<file path="config.mk">
export PLATFORM = sky130hd
export DESIGN_NAME = moon_phase_from_date
export DESIGN_NICKNAME = d
export VERILOG_FILES = /design/src/hw/rtl/mpd_pkg.sv /design/src/hw/rtl/mpd_jdn.sv /design/src/hw/rtl/mpd_phase.sv /design/src/hw/rtl/mpd_report.sv /design/src/hw/rtl/moon_phase_from_date.sv
export SDC_FILE = /design/constraint.sdc
export NUM_CORES = 2
export LEC_CHECK = 0
export BUFFER_PORTS_ARGS = -buffer_cell sky130_fd_sc_hd__buf_2
export CORE_UTILIZATION = 35
export CTS_CLUSTER_DIAMETER = 50
export DETAILED_ROUTE_END_ITERATION = 8
export GPL_ROUTABILITY_DRIVEN = 0
export HOLD_SLACK_MARGIN = 0.05
export RECOVER_POWER = 100
export SYNTH_ARGS = -nofsm -noshare
export SYNTH_HDL_FRONTEND = slang
export SYNTH_SLANG_ARGS = --single-unit
</file>
<file path="constraint.sdc">
create_clock -name clk -period 15.5 [get_ports clk]
set_input_delay 0.775 -clock clk [delete_from_list [all_inputs] [get_ports clk]]
set_output_delay 0.775 -clock clk [all_outputs]
set_load 0.03 [all_outputs]
</file>
<file path="src/hw/rtl/mpd_pkg.sv">
// mpd_pkg: shared constants, types and small tables for the moon phase pipeline
// no dependencies; imported by every mpd module and the top level

package mpd_pkg;

	// defaults for the top level parameters
	localparam int FRAC_BITS_DEF = 16;
	localparam int CYCLE_Q16_DEF = 1935317;

	// port widths
	localparam int YEAR_W  = 14;
	localparam int MONTH_W = 4;
	localparam int DAY_W   = 5;
	localparam int CD_W    = 5;
	localparam int LIT_W   = 15;
	localparam int CODE_W  = 3;
	localparam int RGB_W   = 24;

	// day count relative to the epoch, biased to stay non-negative
	localparam int DN_W = 23;
	localparam longint EPOCH_DAYS = 2451550;
	localparam longint JDN_OFFSET = 32045;
	localparam longint DAY_OFFSET = 64'sd1 <<< 20;
	localparam longint JD_BIAS    = JDN_OFFSET + EPOCH_DAYS - DAY_OFFSET;
	localparam int YEAR_BASE  = 4800;
	localparam int DAYS_YEAR  = 365;
	localparam int Y_W        = 15;
	localparam int SUM_W      = 24;

	// y/100 and y/400 by reciprocal multiply, exact for y below 2^15
	localparam int DIV_M     = 20972;
	localparam int DIV_M_W   = 15;
	localparam int DIV100_SH = 21;
	localparam int DIV400_SH = 23;
	localparam int Q100_W    = Y_W + DIV_M_W - DIV100_SH;
	localparam int Q400_W    = Y_W + DIV_M_W - DIV400_SH;

	// cycle quotient estimate
	localparam int QE_W     = 19;
	localparam int RECIP_W  = 28;
	localparam int RECIP_SH = DN_W + RECIP_W - QE_W;

	// illumination scaling
	localparam longint ILLUM_SCALE  = 51200;
	localparam int     ILL_M_W      = 29;
	localparam int     ILL_SH_EXTRA = 18;
	localparam int     LIT_BAND1    = 25 * 256;
	localparam int     LIT_BAND2    = 50 * 256;
	localparam int     LIT_BAND3    = 75 * 256;

	localparam logic [RGB_W-1:0] RGB_DARK   = 24'h1A1A2E;
	localparam logic [RGB_W-1:0] RGB_DIM    = 24'h4A4A5E;
	localparam logic [RGB_W-1:0] RGB_BRIGHT = 24'hC0C0C0;
	localparam logic [RGB_W-1:0] RGB_FULL   = 24'hFFFFAA;

	localparam int FULL_NEAR  = 15;
	localparam int FULL_FAR   = 45;
	localparam int CYCLE_DAYS = 30;

	// register stages from start to done
	localparam int PIPE_DEPTH = 9;

	typedef enum logic [CODE_W-1:0] {
		PH_NEW       = 3'd0,
		PH_WAX_CRES  = 3'd1,
		PH_FIRST_QTR = 3'd2,
		PH_WAX_GIBB  = 3'd3,
		PH_FULL      = 3'd4,
		PH_WANE_GIBB = 3'd5,
		PH_LAST_QTR  = 3'd6,
		PH_WANE_CRES = 3'd7
	} phase_code_t;

	// (153*m + 2)/5 with m = month + 12a - 3, indexed by raw month
	function automatic logic [8:0] month_offset(input logic [MONTH_W-1:0] month);
		logic [8:0] v;
		case (month)
			4'd0:    v = 9'd275;
			4'd1:    v = 9'd306;
			4'd2:    v = 9'd337;
			4'd3:    v = 9'd0;
			4'd4:    v = 9'd31;
			4'd5:    v = 9'd61;
			4'd6:    v = 9'd92;
			4'd7:    v = 9'd122;
			4'd8:    v = 9'd153;
			4'd9:    v = 9'd184;
			4'd10:   v = 9'd214;
			4'd11:   v = 9'd245;
			4'd12:   v = 9'd275;
			4'd13:   v = 9'd306;
			4'd14:   v = 9'd337;
			default: v = 9'd367;
		endcase
		return v;
	endfunction

	// cycle length in the working fixed point format
	function automatic longint cycle_fixed(input int frac, input longint len_q16);
		longint c;
		c = len_q16;
		if (frac >= 16) begin
			return c <<< (frac - 16);
		end
		return (c + (64'sd1 <<< (15 - frac))) >>> (16 - frac);
	endfunction

endpackage

</file>
<file path="src/hw/rtl/mpd_jdn.sv">
// mpd_jdn: two stage julian day number, biased to a non-negative day count
// depends on mpd_pkg

module mpd_jdn
	import mpd_pkg::*;
(
	input  logic               clk,
	input  logic               arst_n,
	input  logic               in_valid,
	input  logic [YEAR_W-1:0]  year,
	input  logic [MONTH_W-1:0] month,
	input  logic [DAY_W-1:0]   day,
	output logic               out_valid,
	output logic [DN_W-1:0]    dn
);

	logic                           jan_feb;
	logic [Y_W-1:0]                 y;
	logic [Y_W+DIV_M_W-1:0]         p100;
	logic [Y_W+DIV_M_W-1:0]         p400;

	logic                           v_s1;
	logic                           v_s2;
	logic [Y_W-1:0]                 y_s1;
	logic [8:0]                     mt_s1;
	logic [DAY_W-1:0]               day_s1;
	logic [Q100_W-1:0]              q100_s1;
	logic [Q400_W-1:0]              q400_s1;
	logic [SUM_W-1:0]               sum;
	logic [SUM_W-1:0]               dn_full;
	logic [DN_W-1:0]                dn_s2;

	assign jan_feb = (month <= 4'd2);
	assign y       = Y_W'(year) + Y_W'(YEAR_BASE) - Y_W'(jan_feb);
	assign p100    = y * DIV_M_W'(DIV_M);
	assign p400    = y * DIV_M_W'(DIV_M);

	always_ff @(posedge clk or negedge arst_n) begin
		if (!arst_n) begin
			v_s1 <= 1'b0;
			v_s2 <= 1'b0;
		end else begin
			v_s1 <= in_valid;
			v_s2 <= v_s1;
		end
	end

	always_ff @(posedge clk) begin
		y_s1    <= y;
		mt_s1   <= month_offset(month);
		day_s1  <= day;
		q100_s1 <= p100[DIV100_SH +: Q100_W];
		q400_s1 <= p400[DIV400_SH +: Q400_W];
	end

	assign sum = SUM_W'(y_s1) * SUM_W'(DAYS_YEAR) + SUM_W'(y_s1[Y_W-1:2])
		+ SUM_W'(q400_s1) + SUM_W'(mt_s1) + SUM_W'(day_s1);
	assign dn_full = sum - SUM_W'(q100_s1) - SUM_W'(JD_BIAS);

	always_ff @(posedge clk) begin
		dn_s2 <= dn_full[DN_W-1:0];
	end

	assign out_valid = v_s2;
	assign dn        = dn_s2;

endmodule

</file>
<file path="src/hw/rtl/mpd_phase.sv">
// mpd_phase: three stage floored modulo of the day count against the lunar cycle
// depends on mpd_pkg; quotient by reciprocal multiply, then a two step correction

module mpd_phase
	import mpd_pkg::*;
#(
	parameter int FRAC_BITS        = FRAC_BITS_DEF,
	parameter int CYCLE_LENGTH_Q16 = CYCLE_Q16_DEF
) (
	input  logic                 clk,
	input  logic                 arst_n,
	input  logic                 in_valid,
	input  logic [DN_W-1:0]      dn,
	output logic                 out_valid,
	output logic [FRAC_BITS+4:0] phase
);

	localparam int PW = FRAC_BITS + 5;
	localparam int XW = PW + QE_W;
	localparam int RW = FRAC_BITS + 7;
	localparam longint ONE        = 64'sd1 <<< FRAC_BITS;
	localparam longint CYC        = cycle_fixed(FRAC_BITS, longint'(CYCLE_LENGTH_Q16));
	localparam longint EPOCH_FRAC = (ONE + 5) / 10;
	localparam longint BIAS       = EPOCH_FRAC + DAY_OFFSET * ONE;
	localparam longint BIAS_MOD   = BIAS % CYC;
	localparam longint CORR       = (BIAS_MOD == 0) ? 64'sd0 : CYC - BIAS_MOD;
	localparam longint RECIP      = (ONE <<< RECIP_SH) / CYC;
	localparam logic [PW-1:0]      CYC_V   = PW'(CYC);
	localparam logic [RECIP_W-1:0] RECIP_V = RECIP_W'(RECIP);

	logic                      v_s3;
	logic                      v_s4;
	logic                      v_s5;
	logic [DN_W+RECIP_W-1:0]   prod;
	logic [QE_W-1:0]           qe_s3;
	logic [DN_W-1:0]           dn_s3;
	logic [XW-1:0]             x;
	logic [XW-1:0]             qc;
	logic [XW-1:0]             diff;
	logic [RW-1:0]             r_s4;
	logic [RW-1:0]             r1;
	logic [RW-1:0]             r2;
	logic [PW-1:0]             phase_n;
	logic [PW-1:0]             phase_s5;

	always_ff @(posedge clk or negedge arst_n) begin
		if (!arst_n) begin
			v_s3 <= 1'b0;
			v_s4 <= 1'b0;
			v_s5 <= 1'b0;
		end else begin
			v_s3 <= in_valid;
			v_s4 <= v_s3;
			v_s5 <= v_s4;
		end
	end

	// quotient estimate, low by at most two lunar cycles
	assign prod = dn * RECIP_V;

	// remainder lands in [0, 3*cycle)
	assign x    = XW'({dn_s3, {FRAC_BITS{1'b0}}}) + XW'(CORR);
	assign qc   = qe_s3 * CYC_V;
	assign diff = x - qc;

	assign r1 = r_s4 - RW'(CYC);
	assign r2 = r_s4 - RW'(2 * CYC);

	always_comb begin
		if (r_s4 >= RW'(2 * CYC)) begin
			phase_n = r2[PW-1:0];
		end else if (r_s4 >= RW'(CYC)) begin
			phase_n = r1[PW-1:0];
		end else begin
			phase_n = r_s4[PW-1:0];
		end
	end

	always_ff @(posedge clk) begin
		qe_s3    <= prod[DN_W+RECIP_W-1 -: QE_W];
		dn_s3    <= dn;
		r_s4     <= diff[RW-1:0];
		phase_s5 <= phase_n;
	end

	assign out_valid = v_s5;
	assign phase     = phase_s5;

endmodule

</file>
<file path="src/hw/rtl/mpd_report.sv">
// mpd_report: four stage derivation of cycle day, illumination, phase code, days to full and new moon, and colour
// depends on mpd_pkg; illumination quotient by reciprocal multiply with correction

module mpd_report
	import mpd_pkg::*;
#(
	parameter int FRAC_BITS        = FRAC_BITS_DEF,
	parameter int CYCLE_LENGTH_Q16 = CYCLE_Q16_DEF
) (
	input  logic                 clk,
	input  logic                 arst_n,
	input  logic                 in_valid,
	input  logic [FRAC_BITS+4:0] phase,
	output logic                 out_valid,
	output logic [CD_W-1:0]      cycle_day,
	output logic [LIT_W-1:0]     lit_fraction,
	output logic [CODE_W-1:0]    phase_code,
	output logic [CD_W-1:0]      days_until_full,
	output logic [CD_W-1:0]      days_until_new,
	output logic [RGB_W-1:0]     display_rgb
);

	localparam int PW  = FRAC_BITS + 5;
	localparam int NW  = FRAC_BITS + 4;
	localparam int TW  = FRAC_BITS + 21;
	localparam int RMW = FRAC_BITS + 7;
	localparam longint ONE      = 64'sd1 <<< FRAC_BITS;
	localparam longint CYC      = cycle_fixed(FRAC_BITS, longint'(CYCLE_LENGTH_Q16));
	localparam longint HALF     = ONE >>> 1;
	localparam longint HALF_CYC = CYC / 2;
	localparam longint ILL_M    = ((ONE <<< ILL_SH_EXTRA) * ILLUM_SCALE) / CYC;
	localparam logic [PW-1:0]      CYC_V   = PW'(CYC);
	localparam logic [ILL_M_W-1:0] ILL_M_V = ILL_M_W'(ILL_M);

	logic                      v_s6;
	logic                      v_s7;
	logic                      v_s8;
	logic                      v_s9;

	logic [PW:0]               rnd;
	logic [PW:0]               twice;
	logic [PW-1:0]             mirror;
	logic [NW-1:0]             num_n;
	logic [CD_W-1:0]           cd_s6;
	logic [NW-1:0]             num_s6;

	logic [NW+ILL_M_W-1:0]     pm;
	logic [TW-1:0]             t_n;
	logic [CD_W-1:0]           cd_s7;
	logic [LIT_W-1:0]          le_s7;
	logic [TW-1:0]             t_s7;

	logic [LIT_W+PW-1:0]       lc;
	logic [TW-1:0]             rem;
	logic [CD_W-1:0]           cd_s8;
	logic [LIT_W-1:0]          le_s8;
	logic [RMW-1:0]            rem_s8;

	logic [LIT_W-1:0]          lit_n;
	logic [CD_W-1:0]           full_n;
	logic [RGB_W-1:0]          rgb_n;
	phase_code_t               code_n;

	logic [CD_W-1:0]           cd_s9;
	logic [LIT_W-1:0]          lit_s9;
	logic [CODE_W-1:0]         code_s9;
	logic [CD_W-1:0]           full_s9;
	logic [CD_W-1:0]           new_s9;
	logic [RGB_W-1:0]          rgb_s9;

	always_ff @(posedge clk or negedge arst_n) begin
		if (!arst_n) begin
			v_s6 <= 1'b0;
			v_s7 <= 1'b0;
			v_s8 <= 1'b0;
			v_s9 <= 1'b0;
		end else begin
			v_s6 <= in_valid;
			v_s7 <= v_s6;
			v_s8 <= v_s7;
			v_s9 <= v_s8;
		end
	end

	// round to whole days, fold the second half of the cycle back
	assign rnd    = (PW+1)'(phase) + (PW+1)'(HALF);
	assign twice  = {phase, 1'b0};
	assign mirror = CYC_V - phase;
	assign num_n  = (twice <= (PW+1)'(CYC)) ? phase[NW-1:0] : mirror[NW-1:0];

	// estimate is at most two below the rounded quotient
	assign pm  = num_s6 * ILL_M_V;
	assign t_n = TW'(num_s6) * TW'(ILLUM_SCALE) + TW'(HALF_CYC);

	assign lc  = le_s7 * CYC_V;
	assign rem = t_s7 - TW'(lc);

	assign lit_n = le_s8 + LIT_W'(rem_s8 >= RMW'(CYC)) + LIT_W'(rem_s8 >= RMW'(2 * CYC));

	assign full_n = (cd_s8 < CD_W'(FULL_NEAR)) ? CD_W'(FULL_NEAR) - cd_s8
		: CD_W'(FULL_FAR) - cd_s8;

	always_comb begin
		case (cd_s8) inside
			[5'd0:5'd1], [5'd29:5'd31]: code_n = PH_NEW;
			[5'd2:5'd6]:                code_n = PH_WAX_CRES;
			[5'd7:5'd8]:                code_n = PH_FIRST_QTR;
			[5'd9:5'd13]:               code_n = PH_WAX_GIBB;
			[5'd14:5'd16]:              code_n = PH_FULL;
			[5'd17:5'd21]:              code_n = PH_WANE_GIBB;
			[5'd22:5'd23]:              code_n = PH_LAST_QTR;
			default:                    code_n = PH_WANE_CRES;
		endcase
	end

	always_comb begin
		if (lit_n < LIT_W'(LIT_BAND1)) begin
			rgb_n = RGB_DARK;
		end else if (lit_n < LIT_W'(LIT_BAND2)) begin
			rgb_n = RGB_DIM;
		end else if (lit_n < LIT_W'(LIT_BAND3)) begin
			rgb_n = RGB_BRIGHT;
		end else begin
			rgb_n = RGB_FULL;
		end
	end

	always_ff @(posedge clk) begin
		cd_s6   <= rnd[FRAC_BITS +: CD_W];
		num_s6  <= num_n;
		cd_s7   <= cd_s6;
		le_s7   <= pm[NW+ILL_M_W-1 -: LIT_W];
		t_s7    <= t_n;
		cd_s8   <= cd_s7;
		le_s8   <= le_s7;
		rem_s8  <= rem[RMW-1:0];
		cd_s9   <= cd_s8;
		lit_s9  <= lit_n;
		code_s9 <= code_n;
		full_s9 <= full_n;
		new_s9  <= CD_W'(CYCLE_DAYS) - cd_s8;
		rgb_s9  <= rgb_n;
	end

	assign out_valid       = v_s9;
	assign cycle_day       = cd_s9;
	assign lit_fraction    = lit_s9;
	assign phase_code      = code_s9;
	assign days_until_full = full_s9;
	assign days_until_new  = new_s9;
	assign display_rgb     = rgb_s9;

endmodule

</file>
<file path="src/hw/rtl/moon_phase_from_date.sv">
// moon_phase_from_date: date to lunar phase, nine stage pipeline
// done is start carried through the valid register of every stage; one word per cycle, every cycle
// the rate is set by the pipeline itself: every stage holds at most two multipliers
// busy is always low since the result side cannot stall and nothing is shared
// reset (arst_n low) clears all valid bits at once; no clearing pass, data regs unreset
// depends on mpd_pkg, mpd_jdn, mpd_phase, mpd_report

module moon_phase_from_date
	import mpd_pkg::*;
#(
	parameter int FRAC_BITS        = FRAC_BITS_DEF,
	parameter int CYCLE_LENGTH_Q16 = CYCLE_Q16_DEF
) (
	input  logic               clk,
	input  logic               arst_n,
	input  logic               start,
	output logic               busy,
	input  logic [YEAR_W-1:0]  year,
	input  logic [MONTH_W-1:0] month,
	input  logic [DAY_W-1:0]   day,
	output logic               done,
	output logic [CD_W-1:0]    cycle_day,
	output logic [LIT_W-1:0]   lit_fraction,
	output logic [CODE_W-1:0]  phase_code,
	output logic [CD_W-1:0]    days_until_full,
	output logic [CD_W-1:0]    days_until_new,
	output logic [RGB_W-1:0]   display_rgb
);

	logic                 accept;
	logic                 dn_valid;
	logic [DN_W-1:0]      dn;
	logic                 ph_valid;
	logic [FRAC_BITS+4:0] phase;

	assign busy   = 1'b0;
	assign accept = start & ~busy;

	mpd_jdn u_jdn (
		.clk       (clk),
		.arst_n    (arst_n),
		.in_valid  (accept),
		.year      (year),
		.month     (month),
		.day       (day),
		.out_valid (dn_valid),
		.dn        (dn)
	);

	mpd_phase #(
		.FRAC_BITS        (FRAC_BITS),
		.CYCLE_LENGTH_Q16 (CYCLE_LENGTH_Q16)
	) u_phase (
		.clk       (clk),
		.arst_n    (arst_n),
		.in_valid  (dn_valid),
		.dn        (dn),
		.out_valid (ph_valid),
		.phase     (phase)
	);

	mpd_report #(
		.FRAC_BITS        (FRAC_BITS),
		.CYCLE_LENGTH_Q16 (CYCLE_LENGTH_Q16)
	) u_report (
		.clk             (clk),
		.arst_n          (arst_n),
		.in_valid        (ph_valid),
		.phase           (phase),
		.out_valid       (done),
		.cycle_day       (cycle_day),
		.lit_fraction    (lit_fraction),
		.phase_code      (phase_code),
		.days_until_full (days_until_full),
		.days_until_new  (days_until_new),
		.display_rgb     (display_rgb)
	);

endmodule

</file>
==> results.sh <==
export IMPL_fin_crit_ps=8095
export IMPL_die_w_um=361.4
export IMPL_maxCapViolCount=1
export IMPL_clk_pin_slew_worst_paths_ps=60
export IMPL_synth_flop_cell="dfxtp_1"
export IMPL_drt_iter0_markers=1002
export IMPL_syn_area_um2=45210
export IMPL_yosysTopAreaCellShare_pct=35.65
export IMPL_yosysSeqAreaShare_pct=12.45
export IMPL_required_ps=16040
export IMPL_r2r_end="u_phase.qe_s3[18]"
export IMPL_netlist_instances=4385
export IMPL_via_per_inst=4.531
export IMPL_crit_fanout=13
export IMPL_placementRows=131
export IMPL_fin_tns_setup_ps=0
export IMPL_nFillCells=12730
export IMPL_timing_hold_ws_ps=220.2
export IMPL_cpMostUsedCell="inv_1"
export IMPL_synth_most_common_cell="inv_1"
export IMPL_post_cts_buffers=0
export IMPL_grt_pass1_wl_mm=157.6
export IMPL_fin_util_pct=38.43
export IMPL_avgSynthCellArea_um2=10.31
export IMPL_pin_count=85
export IMPL_rsz0062_at_grt="false"
export IMPL_crit_path_top_delay_cell="fa_1"
export IMPL_nets=6269
export IMPL_syn2layout_area_growth_pct=8.685
export IMPL_cts_sinks=279
export IMPL_clockBufferDepth=3
export IMPL_dp_hpwl_mm=83.87
export IMPL_root_buffer="clkbuf_16"
export IMPL_drive_gt1_share_pct=2.761
export IMPL_regToRegSetupSlack_ps=7890
export IMPL_synth_top_area_cell="fa_1"
export IMPL_startpoint="month[3]"
export IMPL_wl_per_cell_um=15.14
export IMPL_synthTopCellsByArea="fa_1, ha_1, dfxtp_1"
export IMPL_violations="capacitance limit, slew limit"
export IMPL_grt_max_degree=19
export IMPL_setup_viol=0
export IMPL_clkLatencyLatePin_ps=650
export IMPL_register_area_um2=5630
export IMPL_antenna_found_initial=0
export IMPL_die_h_um=361.4
export IMPL_cp_arrival_ps=8640
export IMPL_skew_ps=65.91
export IMPL_slew_headroom_pct=-3.038
export IMPL_firstDrtPassIters=5
export IMPL_synthArstFlopShare_pct=3.226
export IMPL_slew_viol_final=19
export IMPL_hp_class="input port to register"
export IMPL_vias=28050
export IMPL_hold_viol_final=0
export IMPL_dieArea_um2=130600
export IMPL_ant_nets=0
export IMPL_netlist_cell_type_count=81
export IMPL_grt_pass1_vias=30560
export IMPL_synth_common_cells="inv_1, ha_1, fa_1"
export IMPL_multiInputGateArea_um2=34490
export IMPL_ys_warn_count=0
export IMPL_reg2reg_depth=22
export IMPL_start_util_pct=35.36
export IMPL_grt_overflow_total=0
export IMPL_port_buffers=82
export IMPL_period_share_pct=52.23
export IMPL_htreeDepth=2
export IMPL_tightestPinTransition_ps=1546
export IMPL_start_kind="input port"
export IMPL_synth_seq_cells=279
export IMPL_cts_tree="built"
export IMPL_crit_end="u_jdn.q100_s1[8]"
export IMPL_outcome="finished, violations left"
export IMPL_critPathMaxStageDelay_ps=560
export IMPL_wl_mm=93.76
export IMPL_r2r_start="u_jdn.dn[15]"
export IMPL_coreArea_um2=127800
export IMPL_drc=0
export IMPL_cts_buffers=48
export IMPL_max_freq_mhz=123.5
export IMPL_endpoint_kind="register"
export IMPL_grt_usage_pct=15.15
export IMPL_synth_edf_count=0
export IMPL_crit_type="input port to register"
[worst min path at each step]
stage,from,to,slack (ps),cells after the start
2_1_floorplan,u_report.cd_s6[0],u_report.cd_s7[0],310,0
3_3_place_gp,u_report.cd_s6[2],u_report.cd_s7[2],310,0
3_5_place_dp,u_report.cd_s6[3],u_report.cd_s7[3],320,0
4_1_cts,day[3],u_jdn.day_s1[3],170,1
5_1_grt,day[3],u_jdn.day_s1[3],180,1
6_report,day[3],u_jdn.day_s1[3],220,1
[worst max-delay path, delay by kind of cell]
family | cells | cell delay, ps
AO/OA/AOI/OAI | 14 | 3050
XOR/XNOR | 1 | 120
adder cells (fa/ha/maj) | 8 | 3060
buffers and inverters | 8 | 730
AND/OR/NAND/NOR | 3 | 910
[metrics by stage]
step	instances	worst slack (ps)	area, um^2
floorplan	4386	7820	45210
global placement	6100	6931	47530
detailed placement	6100	6780	47530
CTS	6190	7483	49260
global route	6190	6818	49130
finish	6191	7405	49130
[layer usage]
metal | vias to the layer above | global-route usage [%] | routed length, um
met2 | 427 | 26.26 | 45410
met1 | 13770 | 19.50 | 42090
met5 | - | 0 | 0
li1 | 13730 | - | -
met3 | 122 | 2.351 | 3780
met4 | 0 | 4.121 | 2475
[flip-flops by register name, summed over array words and instances (netlist names), 7 cells and up]
signal                 count
u_phase.phase             21
u_report.rem_s8           22
u_phase.qe_s3             19
u_report.lit_fraction     15
u_jdn.y_s1                15
u_report.t_s7             12
u_jdn.q100_s1              9
u_jdn.mt_s1                9
u_report.num_s6           20
u_phase.dn_s3              7
u_jdn.dn                  23
u_phase.r_s4              23
u_report.display_rgb       8
u_report.le_s8            15
u_report.le_s7            15
[cells in the final DEF, fill, tap and decap left out, drive strengths merged, types with 5 or more instances in the layout]
cell type  instances
inv             1307
ha               949
fa               805
dfxtp            270
xnor2            172
a21oi            124
clkbuf           120
nand2            109
nor2              97
o21ai             76
xor2              56
a21o              47
nand3             41
nor3              30
nand2b            26
buf               22
o21bai            21
nor2b             18
nand4             17
and3              16
o21a              15
or3               15
a31oi             13
and2              12
clkinv            12
dfrtp              9
a211oi             8
or2                8
a21boi             8
o211ai             7
o31ai              6
o2111ai            5
a41oi              5
a41o               5
a2111oi            5
nor4               5
[kinds of logic (layout without fill, tap and decap cells)]
kind of cell / Yosys count / in the layout / share of synthesized area (%)
other: 1 / 3 / 0.008295
buffers and inverters: 1326 / 1468 / 11.17
DFF: 279 / 279 / 12.45
adders and majority gates: 1754 / 1754 / 61.91
muxes: 5 / 5 / 0.1135
and+or+nand+nor: 407 / 407 / 4.395
xor gates and xnor gates: 228 / 228 / 4.417
AOI/OAI and AO/OA: 385 / 385 / 5.530
[final cells by class]
type	count	area share, %
clock inverter	32	0.8709
inverter	1293	9.878
timing repair buffer	86	0.7257
multi-input combinational	2781	70.19
tap	1662	4.232
antenna	1	0.005093
clock buffer	57	2.636
sequential	279	11.46
[what timing repair did]
action | 4_1_cts | 5_1_grt
gates resized for setup | 0 | 0
setup endpoints to repair | 0 | 0
hold endpoints to repair | 9 | 0
hold buffers | 1 | 0
Power is left out: the tool's default activity adds up to more than one toggle a clock period on the data nets, which glitch-free logic cannot reach.
